## config.mk

```make
export PLATFORM = sky130hd
export DESIGN_NAME = round_robin_task_table_unit_flat
export DESIGN_NICKNAME = d
export VERILOG_FILES = /design/src/hw/rtl/rrtt_pkg.sv /design/src/hw/rtl/rrtt_if.sv /design/src/hw/rtl/rrtt_store.sv /design/src/hw/rtl/round_robin_task_table_unit.sv /design/src/flat_wrapper.sv
export VERILOG_INCLUDE_DIRS = /design/src /design/src/hw/rtl
export SDC_FILE = /design/constraint.sdc
export NUM_CORES = 2
export LEC_CHECK = 0
export BUFFER_PORTS_ARGS = -buffer_cell sky130_fd_sc_hd__buf_4
export CAP_MARGIN = 20
export CELL_PAD_IN_SITES_DETAIL_PLACEMENT = 0
export CELL_PAD_IN_SITES_GLOBAL_PLACEMENT = 1
export CORE_MARGIN = 4
export CORE_UTILIZATION = 46
export CTS_CLUSTER_DIAMETER = 30
export DETAILED_ROUTE_END_ITERATION = 6
export PLACE_DENSITY = 0.72
export SYNTH_ARGS = -nofsm -noshare
export SYNTH_HDL_FRONTEND = slang
export SYNTH_SLANG_ARGS = --single-unit
```

## constraint.sdc

```tcl
create_clock -name clk_i -period 11.95 [get_ports clk_i]
set_clock_uncertainty 0.15 [all_clocks]
set_input_delay 3.585 -clock clk_i [delete_from_list [all_inputs] [get_ports clk_i]]
set_output_delay 3.585 -clock clk_i [all_outputs]
set_load 0.02 [all_outputs]
```

## src/hw/rtl/assert_macros.svh

```systemverilog
// Assertion helpers shared by the RTL. Each macro expects clk_i and rst_ni in scope.
`ifndef ASSERT_MACROS_SVH
`define ASSERT_MACROS_SVH

// The consequent must hold in the same cycle as the antecedent.
`define RRTT_ASSERT_SAME(lbl, ante, cons, msg) \
  lbl: assert property (@(posedge clk_i) disable iff (!rst_ni) (ante) |-> (cons)) \
    else $error(msg);

// The consequent must hold in the cycle after the antecedent.
`define RRTT_ASSERT_NEXT(lbl, ante, cons, msg) \
  lbl: assert property (@(posedge clk_i) disable iff (!rst_ni) (ante) |=> (cons)) \
    else $error(msg);

`endif

```

## src/hw/rtl/rrtt_pkg.sv

```systemverilog
package rrtt_pkg;

  // Number of task slots in the table.
  localparam int SlotCount = 256;
  localparam int SlotW     = $clog2(SlotCount);
  // The count of running tasks has to reach SlotCount itself.
  localparam int CountW    = SlotW + 1;
  // Task indices on the ports are eight bits wide.
  localparam int TaskW     = 8;
  // Allocation only looks at slots that an eight bit index can name.
  localparam int ScanLimit = (SlotCount < 256) ? SlotCount : 256;
  localparam int ScanW     = $clog2(ScanLimit);

  typedef enum logic [1:0] {
    ACT_ALLOC = 2'd0,
    ACT_RUN   = 2'd1,
    ACT_TICK  = 2'd2,
    ACT_NONE  = 2'd3
  } rrtt_action_e;

  typedef enum logic [1:0] {
    ST_UNUSED  = 2'd0,
    ST_SLEEP   = 2'd1,
    ST_RUNNING = 2'd2
  } rrtt_status_e;

  typedef enum logic [1:0] {
    S_IDLE,
    S_SCAN,
    S_TICK,
    S_HOLD
  } rrtt_state_e;

  // Access requests from the controller to the slot and run list memories.
  typedef struct packed {
    logic [SlotW-1:0] st_rd_addr;
    logic             st_we;
    logic [SlotW-1:0] st_wr_addr;
    rrtt_status_e     st_wr_data;
    logic [SlotW-1:0] rl_rd_addr;
    logic             rl_we;
    logic [SlotW-1:0] rl_wr_addr;
    logic [TaskW-1:0] rl_wr_data;
  } rrtt_mem_req_t;

endpackage

```

## src/hw/rtl/rrtt_if.sv

```systemverilog
interface rrtt_in_if;
  import rrtt_pkg::*;

  logic             valid;
  logic             ready;
  logic [1:0]       action;
  logic [TaskW-1:0] task_id;

  modport source (output valid, output action, output task_id, input ready);
  modport sink   (input valid, input action, input task_id, output ready);
endinterface

interface rrtt_out_if;
  import rrtt_pkg::*;

  logic             valid;
  logic             ready;
  logic [TaskW-1:0] task_index;
  logic             success;
  logic             switched;

  modport source (output valid, output task_index, output success, output switched,
                  input ready);
  modport sink   (input valid, input task_index, input success, input switched,
                  output ready);
endinterface

```

## src/hw/rtl/rrtt_store.sv

```systemverilog
module rrtt_store (
  input  logic                            clk_i,
  input  logic                            rst_ni,
  input  rrtt_pkg::rrtt_mem_req_t         req_i,
  output rrtt_pkg::rrtt_status_e          st_rd_data_o,
  output logic [rrtt_pkg::TaskW-1:0]      rl_rd_data_o
);
  import rrtt_pkg::*;

  rrtt_status_e     st_mem [SlotCount];
  logic [TaskW-1:0] rl_mem [SlotCount];

  // A slot that was never written still holds its reset status.
  logic [SlotCount-1:0] st_vld_q;

  rrtt_status_e     st_rdata_q;
  logic             st_vld_rd_q;
  logic             st_zero_q;
  logic [TaskW-1:0] rl_rdata_q;
  logic             rl_zero_q;

  always_ff @(posedge clk_i or negedge rst_ni) begin
    if (!rst_ni) begin
      st_vld_q <= '0;
    end else if (req_i.st_we) begin
      st_vld_q[req_i.st_wr_addr] <= 1'b1;
    end
  end

  always_ff @(posedge clk_i) begin
    if (req_i.st_we) begin
      st_mem[req_i.st_wr_addr] <= req_i.st_wr_data;
    end
    st_rdata_q  <= st_mem[req_i.st_rd_addr];
    st_vld_rd_q <= st_vld_q[req_i.st_rd_addr];
    st_zero_q   <= (req_i.st_rd_addr == '0);
  end

  always_ff @(posedge clk_i) begin
    if (req_i.rl_we) begin
      rl_mem[req_i.rl_wr_addr] <= req_i.rl_wr_data;
    end
    rl_rdata_q <= rl_mem[req_i.rl_rd_addr];
    rl_zero_q  <= (req_i.rl_rd_addr == '0);
  end

  assign st_rd_data_o = st_vld_rd_q ? st_rdata_q :
                        (st_zero_q ? ST_RUNNING : ST_UNUSED);

  // Entry 0 of the run list is never written after reset and always names slot 0.
  assign rl_rd_data_o = rl_zero_q ? '0 : rl_rdata_q;

endmodule

```

## src/hw/rtl/round_robin_task_table_unit.sv

```systemverilog
// Channel  | Port  | Direction | Payload
// ---------+-------+-----------+-------------------------------------
// command  | in_i  | sink      | action (2 bits), task_id (8 bits)
// result   | out_o | source    | task_index (8 bits), success, switched
//
// A run item or an unknown action goes from acceptance through the hold state into the output
// register. A tick item first passes the tick state for the registered read of the run list.
// An allocate item reads the slot status memory one entry per cycle, up to ScanLimit entries
// when the table is full, and then passes the hold state as well.
// After reset slot 0 is running and is the only entry of the run list; no clearing pass.
// One item is in work at a time; a result held on a stalled output delays only the next
// result, since the next item is accepted while the output register still waits.

`include "assert_macros.svh"

module round_robin_task_table_unit (
  input  logic       clk_i,
  input  logic       rst_ni,
  rrtt_in_if.sink    in_i,
  rrtt_out_if.source out_o
);
  import rrtt_pkg::*;

  // Controller state.
  rrtt_state_e state_q, state_d;

  // Number of entries in the run list and the current position in it.
  logic [CountW-1:0] count_q, count_d;
  logic [SlotW-1:0]  pos_q, pos_d;

  // Slot whose status arrives from the memory during an allocation scan.
  logic [ScanW-1:0]  chk_q, chk_d;

  // Result of the item in work, waiting for the output register.
  logic [TaskW-1:0]  pend_idx_q, pend_idx_d;
  logic              pend_ok_q, pend_ok_d;
  logic              pend_sw_q, pend_sw_d;

  // Output register.
  logic              out_valid_q, out_valid_d;
  logic [TaskW-1:0]  out_idx_q, out_idx_d;
  logic              out_ok_q, out_ok_d;
  logic              out_sw_q, out_sw_d;

  rrtt_mem_req_t     mem_req;
  rrtt_status_e      st_rd_data;
  logic [TaskW-1:0]  rl_rd_data;

  logic              in_ready;
  logic              out_free;
  logic [CountW-1:0] pos_inc;

  rrtt_store u_store (
    .clk_i        (clk_i),
    .rst_ni       (rst_ni),
    .req_i        (mem_req),
    .st_rd_data_o (st_rd_data),
    .rl_rd_data_o (rl_rd_data)
  );

  assign in_i.ready       = in_ready;
  assign out_o.valid      = out_valid_q;
  assign out_o.task_index = out_idx_q;
  assign out_o.success    = out_ok_q;
  assign out_o.switched   = out_sw_q;

  // The output register can take a new result when it is empty or being emptied.
  assign out_free = !out_valid_q || out_o.ready;
  assign pos_inc  = {1'b0, pos_q} + 1'b1;

  always_comb begin
    state_d     = state_q;
    count_d     = count_q;
    pos_d       = pos_q;
    chk_d       = chk_q;
    pend_idx_d  = pend_idx_q;
    pend_ok_d   = pend_ok_q;
    pend_sw_d   = pend_sw_q;
    out_valid_d = out_valid_q && !out_o.ready;
    out_idx_d   = out_idx_q;
    out_ok_d    = out_ok_q;
    out_sw_d    = out_sw_q;
    mem_req     = '0;
    in_ready    = 1'b0;

    case (state_q)
      S_IDLE: begin
        in_ready = 1'b1;
        if (in_i.valid) begin
          pend_idx_d = '0;
          pend_ok_d  = 1'b0;
          pend_sw_d  = 1'b0;
          case (rrtt_action_e'(in_i.action))
            ACT_ALLOC: begin
              // Start the scan at slot 0; its status arrives next cycle.
              mem_req.st_rd_addr = '0;
              chk_d              = '0;
              state_d            = S_SCAN;
            end
            ACT_RUN: begin
              // Unless the list is full, the slot becomes running whatever it was and is appended to the list.
              if ((int'(in_i.task_id) < SlotCount) && (count_q != CountW'(SlotCount))) begin
                mem_req.st_we      = 1'b1;
                mem_req.st_wr_addr = SlotW'(in_i.task_id);
                mem_req.st_wr_data = ST_RUNNING;
                mem_req.rl_we      = 1'b1;
                mem_req.rl_wr_addr = count_q[SlotW-1:0];
                mem_req.rl_wr_data = in_i.task_id;
                count_d            = count_q + 1'b1;
                pend_ok_d          = 1'b1;
              end
              state_d = S_HOLD;
            end
            ACT_TICK: begin
              // Advance with wrap when two or more tasks run, then fetch the task.
              if (count_q >= CountW'(2)) begin
                pos_d     = (pos_inc >= count_q) ? '0 : pos_inc[SlotW-1:0];
                pend_sw_d = 1'b1;
              end
              mem_req.rl_rd_addr = pos_d;
              state_d            = S_TICK;
            end
            default: begin
              state_d = S_HOLD;
            end
          endcase
        end
      end

      S_SCAN: begin
        if (st_rd_data == ST_UNUSED) begin
          // First free slot: claim it as sleeping.
          mem_req.st_we      = 1'b1;
          mem_req.st_wr_addr = SlotW'(chk_q);
          mem_req.st_wr_data = ST_SLEEP;
          pend_idx_d         = TaskW'(chk_q);
          pend_ok_d          = 1'b1;
          state_d            = S_HOLD;
        end else if (chk_q == ScanW'(ScanLimit - 1)) begin
          // Every slot is in use; nothing changes.
          state_d = S_HOLD;
        end else begin
          mem_req.st_rd_addr = SlotW'(chk_q + 1'b1);
          chk_d              = chk_q + 1'b1;
        end
      end

      S_TICK: begin
        pend_idx_d = rl_rd_data;
        pend_ok_d  = 1'b1;
        state_d    = S_HOLD;
      end

      S_HOLD: begin
        if (out_free) begin
          out_valid_d = 1'b1;
          out_idx_d   = pend_idx_q;
          out_ok_d    = pend_ok_q;
          out_sw_d    = pend_sw_q;
          state_d     = S_IDLE;
        end
      end

      default: begin
        state_d = S_IDLE;
      end
    endcase
  end

  always_ff @(posedge clk_i or negedge rst_ni) begin
    if (!rst_ni) begin
      state_q     <= S_IDLE;
      count_q     <= CountW'(1);
      pos_q       <= '0;
      out_valid_q <= 1'b0;
    end else begin
      state_q     <= state_d;
      count_q     <= count_d;
      pos_q       <= pos_d;
      out_valid_q <= out_valid_d;
    end
  end

  always_ff @(posedge clk_i) begin
    chk_d_hold: begin
      chk_q      <= chk_d;
      pend_idx_q <= pend_idx_d;
      pend_ok_q  <= pend_ok_d;
      pend_sw_q  <= pend_sw_d;
      out_idx_q  <= out_idx_d;
      out_ok_q   <= out_ok_d;
      out_sw_q   <= out_sw_d;
    end
  end

  // The run list always holds slot 0 and never more entries than there are slots.
  `RRTT_ASSERT_SAME(a_count_range, 1'b1,
    (count_q >= CountW'(1)) && (count_q <= CountW'(SlotCount)),
    "running task count out of range")

  // The current position always names a filled entry of the run list.
  `RRTT_ASSERT_SAME(a_pos_in_list, 1'b1, {1'b0, pos_q} < count_q,
    "current position beyond the run list")

  // A successful run append grows the list by exactly one entry.
  `RRTT_ASSERT_NEXT(a_run_grows,
    in_i.valid && in_i.ready && (in_i.action == ACT_RUN) && (count_q != CountW'(SlotCount)),
    count_q == CountW'($past(count_q) + 1'b1),
    "run append did not grow the run list")

  // A result is loaded into the output register only from the hold state.
  `RRTT_ASSERT_NEXT(a_load_from_hold, !out_valid_q && (state_q != S_HOLD), !out_valid_q,
    "result appeared without a finished item")

endmodule
```

## src/flat_wrapper.sv

```systemverilog
// flat-port wrapper written by rule: the top's interface ports become plain ports
module round_robin_task_table_unit_flat import rrtt_pkg::*;
  (clk_i, rst_ni, in_i_valid, in_i_action, in_i_task_id, in_i_ready, out_o_valid, out_o_task_index, out_o_success, out_o_switched, out_o_ready);
  rrtt_in_if in_i_i ();
  rrtt_out_if out_o_i ();
  input  logic clk_i;
  input  logic rst_ni;
  input wire logic [$bits(in_i_i.valid)-1:0] in_i_valid;
  input wire logic [$bits(in_i_i.action)-1:0] in_i_action;
  input wire logic [$bits(in_i_i.task_id)-1:0] in_i_task_id;
  output wire logic [$bits(in_i_i.ready)-1:0] in_i_ready;
  output wire logic [$bits(out_o_i.valid)-1:0] out_o_valid;
  output wire logic [$bits(out_o_i.task_index)-1:0] out_o_task_index;
  output wire logic [$bits(out_o_i.success)-1:0] out_o_success;
  output wire logic [$bits(out_o_i.switched)-1:0] out_o_switched;
  input wire logic [$bits(out_o_i.ready)-1:0] out_o_ready;
  assign in_i_i.valid = in_i_valid;
  assign in_i_i.action = in_i_action;
  assign in_i_i.task_id = in_i_task_id;
  assign in_i_ready = in_i_i.ready;
  assign out_o_valid = out_o_i.valid;
  assign out_o_task_index = out_o_i.task_index;
  assign out_o_success = out_o_i.success;
  assign out_o_switched = out_o_i.switched;
  assign out_o_i.ready = out_o_ready;
  round_robin_task_table_unit u_core (.clk_i(clk_i), .rst_ni(rst_ni), .in_i(in_i_i), .out_o(out_o_i));
endmodule
```

==> metrics.yaml <==
timing.setup.critical_path_class: "input pin to flop"
first_global_vias: 70971
h-tree-depth: 6
initial_antenna_violation_count: 9
row_count: 183
worstPathCellList: "buf_4, nor2b_1, nand3_2, nor2_4, buf_4, buf_4, mux4_2, a22o_1, a221oi_1, o221ai_1, a21oi_1, o32ai_1"
final-setup-viol-count: 0
max_stage_delay_ns: 0.87
layout_commonest_cell: "sky130_fd_sc_hd__edfxtp_1"
worstHoldStart: "u_core.pend_ok_q"
cpLargestDelayFamily: "compound AO/OA/AOI/OAI gates"
synth-warning-count: 0
flow.area_growth_from_synthesis_pct: 19.41
violated_checks: "design-rule violations"
cts_setup_buffers: 0
clock_transition_at_the_register_clock_pins_on_the_worst_setup_and_hold_paths_after_cts_ns: 0.05
critical_path.max_fanout: 44
critPathSlowestCell: "sky130_fd_sc_hd__a21oi_1"
timing.reg2reg.worst_path_depth: 17
finalHoldViolations: 0
final.setup.tns_ns: 0
ys_types: 91
drtPass1Iterations: 7
synth.yosys.seq_area_share_pct: 73.78
ys_async_sr_fraction_pct: 9.593
num_io_pins: 26
slew-limit-headroom_pct: 16.23
floorplan.initialDensity_pct: 46.27
power-per-cell-area_mw_per_mm2: 221.7
design.die.area_mm2: 0.2582
crit-reg2reg-capture: "u_core.u_store.rl_rdata_q[5]"
gp_congestion: 0.8664
endpoint_kind: "flop"
syn-mean-instance-area_um2: 14.73
cp.required_ns: 12.53
holdBufCountCts: 0
insertion_delay_ns: 0.89
finalPower_uw: 30460
dr_total_vias: 72445
nets: 8069
top_ff_cell_synth: "sky130_fd_sc_hd__edfxtp_1"
least_margin_pin_slew_ns: 1.252
worst-endpoint-arrival_ns: 8.82
holdCritPathClass: "flop to flop"
layout_common_cells: "sky130_fd_sc_hd__edfxtp_1, sky130_fd_sc_hd__nand2_1, sky130_fd_sc_hd__nor2_1, sky130_fd_sc_hd__clkbuf_16, sky130_fd_sc_hd__nand3_1"
design.core.area_mm2: 0.2487
yosys.area.top_type: "sky130_fd_sc_hd__edfxtp_1"
detailed_place_hpwl_um: 200700
crit_top_cell: "sky130_fd_sc_hd__buf_4"
worstHoldPathCells: 0
chipHeight_um: 508.1
detail_route.drc_violations: 5
run_status: "finished with violations"
clk_path_buf_depth: 4
synth_edf_count: 2588
ys_seq_elements: 2877
mappedNetlistNets: 7846
drt_iter0_drc: 9030
postLayoutCellArea_mm2: 0.1374
timing.final.max_slew_violations: 0
setup.reg_to_reg.worst_slack_ns: 4.08
worstHoldEndpoint: "u_core.out_o.success"
cts_made_buffers: 546
final_period_minus_worst_setup_slack_ns: 8.239
wl_um: 355100
syn-instance-count: 7813
vdd_ir_drop_max_uv: 182.8
ant_nets: 0
grt_start_max_net_pins: 184
synth_top_cells_by_area: "sky130_fd_sc_hd__edfxtp_1, sky130_fd_sc_hd__dfrtp_1, sky130_fd_sc_hd__mux4_2, sky130_fd_sc_hd__nand2_1, sky130_fd_sc_hd__nor2_1"
routed_wire_length_per_instance_um: 30.03
viasPerCell: 6.126
drive_gt1_share_pct: 19.57
max-cap-violations: 0
unrepaired_setup_endpoints_after_global_routing: "false"
tritoncts_clock_tree: "yes"
instances_no_fill: 11826
regToRegStartpoint: "u_core.pos_q[0]"
chipWidth_um: 508.1
overflow: 0
clock-sinks: 2877
global_route_wire_length_before_repair_um: 507400
numPlacedInstances: 10814
worst_hold_slack_ns: 0.2817
io_buffers: 25
period_share_pct: 68.95
fmax_achieved_mhz: 121.4
cp_launch_type: "input pin"
post_dp_cell_area_mm2: 0.1188
cts_resized: 0
synthesis.area_mm2: 0.1150
leakagePower_uw: 0.05014
grt_usage_pct: 26.96
timing.critical_path.depth: 12
synth_top_cell_area_share_pct: 67.55
worst-path-buf-inv: 3
clock-root-buffer: "sky130_fd_sc_hd__clkbuf_16"
## per-stage QoR
step	util [%]	setup slack, ns
after floorplan	-	0.8514
after global placement	47.75	2.531
after detailed placement	47.76	2.923
after CTS	55.22	3.857
after global routing	55.24	3.712
final	55.25	3.711
## cell usage after synthesis, types with 15 or more instances
master and count:
sky130_fd_sc_hd__a2111oi_0 15, sky130_fd_sc_hd__a211oi_1 31, sky130_fd_sc_hd__a21oi_1 153, sky130_fd_sc_hd__a22oi_1 70, sky130_fd_sc_hd__a311oi_1 19, sky130_fd_sc_hd__a31oi_1 199
sky130_fd_sc_hd__a32oi_1 42, sky130_fd_sc_hd__and3_1 20, sky130_fd_sc_hd__buf_1 37, sky130_fd_sc_hd__buf_2 103, sky130_fd_sc_hd__buf_4 43, sky130_fd_sc_hd__buf_6 32
sky130_fd_sc_hd__clkbuf_1 310, sky130_fd_sc_hd__dfrtp_1 275, sky130_fd_sc_hd__edfxtp_1 2588, sky130_fd_sc_hd__ha_1 19, sky130_fd_sc_hd__inv_1 27, sky130_fd_sc_hd__mux2i_1 158
sky130_fd_sc_hd__mux4_2 243, sky130_fd_sc_hd__nand2_1 1318, sky130_fd_sc_hd__nand2b_1 16, sky130_fd_sc_hd__nand3_1 467, sky130_fd_sc_hd__nand4_1 56, sky130_fd_sc_hd__nor2_1 636
sky130_fd_sc_hd__nor2b_1 15, sky130_fd_sc_hd__nor3_1 67, sky130_fd_sc_hd__o2111ai_1 15, sky130_fd_sc_hd__o211ai_1 74, sky130_fd_sc_hd__o21ai_0 59, sky130_fd_sc_hd__o221ai_1 107
sky130_fd_sc_hd__o22ai_1 50, sky130_fd_sc_hd__o311ai_0 24, sky130_fd_sc_hd__or2_1 35, sky130_fd_sc_hd__or2_2 242, sky130_fd_sc_hd__or3_1 53
## power by group
| part | switching (uW) | internal (uW) |
|---|---|---|
| clock | 5270 | 10100 |
| combinational | 2740 | 963 |
| sequential | 135 | 11200 |
## per-layer routing
| metal | part of all wire, % | track usage (%) |
|---|---|---|
| met5 | 0.0037 | 0 |
| met1 | 38 | 35.89 |
| met3 | 9.8 | 5.810 |
| met4 | 5.3 | 13.42 |
| met2 | 47 | 42.25 |
## how the worst max path moves through the flow
stage          slack (ns)            from                            end
3_3_place_gp         2.53  in_i_action[0]   u_core.u_store.rl_rdata_q[2]
4_1_cts              3.86  in_i_action[0]   u_core.u_store.rl_rdata_q[5]
3_5_place_dp         2.92  in_i_action[0]   u_core.u_store.rl_rdata_q[5]
6_report             3.71  in_i_action[1]   u_core.u_store.rl_rdata_q[5]
5_1_grt              3.71  in_i_action[1]   u_core.u_store.rl_rdata_q[5]
2_1_floorplan        0.85  in_i_action[1]  u_core.u_store.st_mem[126][0]
## flip-flops by register name (all words and copies together), names as in the netlist
name / count
u_core.u_store.st_vld_rd_q: 1
u_core.u_store.st_mem: 512
u_core.pend_idx_q: 8
u_core.pos_q: 8
u_core.pend_ok_q: 1
u_core.state_q: 2
u_core.u_store.rl_zero_q: 1
u_core.u_store.st_rdata_q: 2
u_core.u_store.st_zero_q: 1
u_core.out_o.valid: 1
u_core.out_o.task_index: 8
u_core.u_store.rl_rdata_q: 8
u_core.out_o.switched: 1
u_core.u_store.st_vld_q: 256
u_core.pend_sw_q: 1
u_core.count_q: 9
u_core.u_store.rl_mem: 2048
u_core.chk_q: 8
u_core.out_o.success: 1
## final cells by class
cell class,count,area [um^2]
repair buffers,202,1707
diodes,8,20.02
clock buffers,629,14320
flip-flops and latches,2877,84880
multi-input cells,4380,27910
clock inverters,371,4234
inverters,29,142.6
well taps,3330,4167
fillers,19635,111300
## logic make-up after synthesis
family | count (synthesis) | synth area share [%]
AND/OR/NAND/NOR | 2966 | 11.38
multiplexers | 408 | 6.213
buffers and inverters | 556 | 2.295
flip-flops | 2877 | 73.78
AO/OA/AOI/OAI | 971 | 6.004
adder cells (fa/ha/maj) | 19 | 0.2066
XOR/XNOR | 16 | 0.1218
Note: power is estimated with default switching activity, not from simulation.
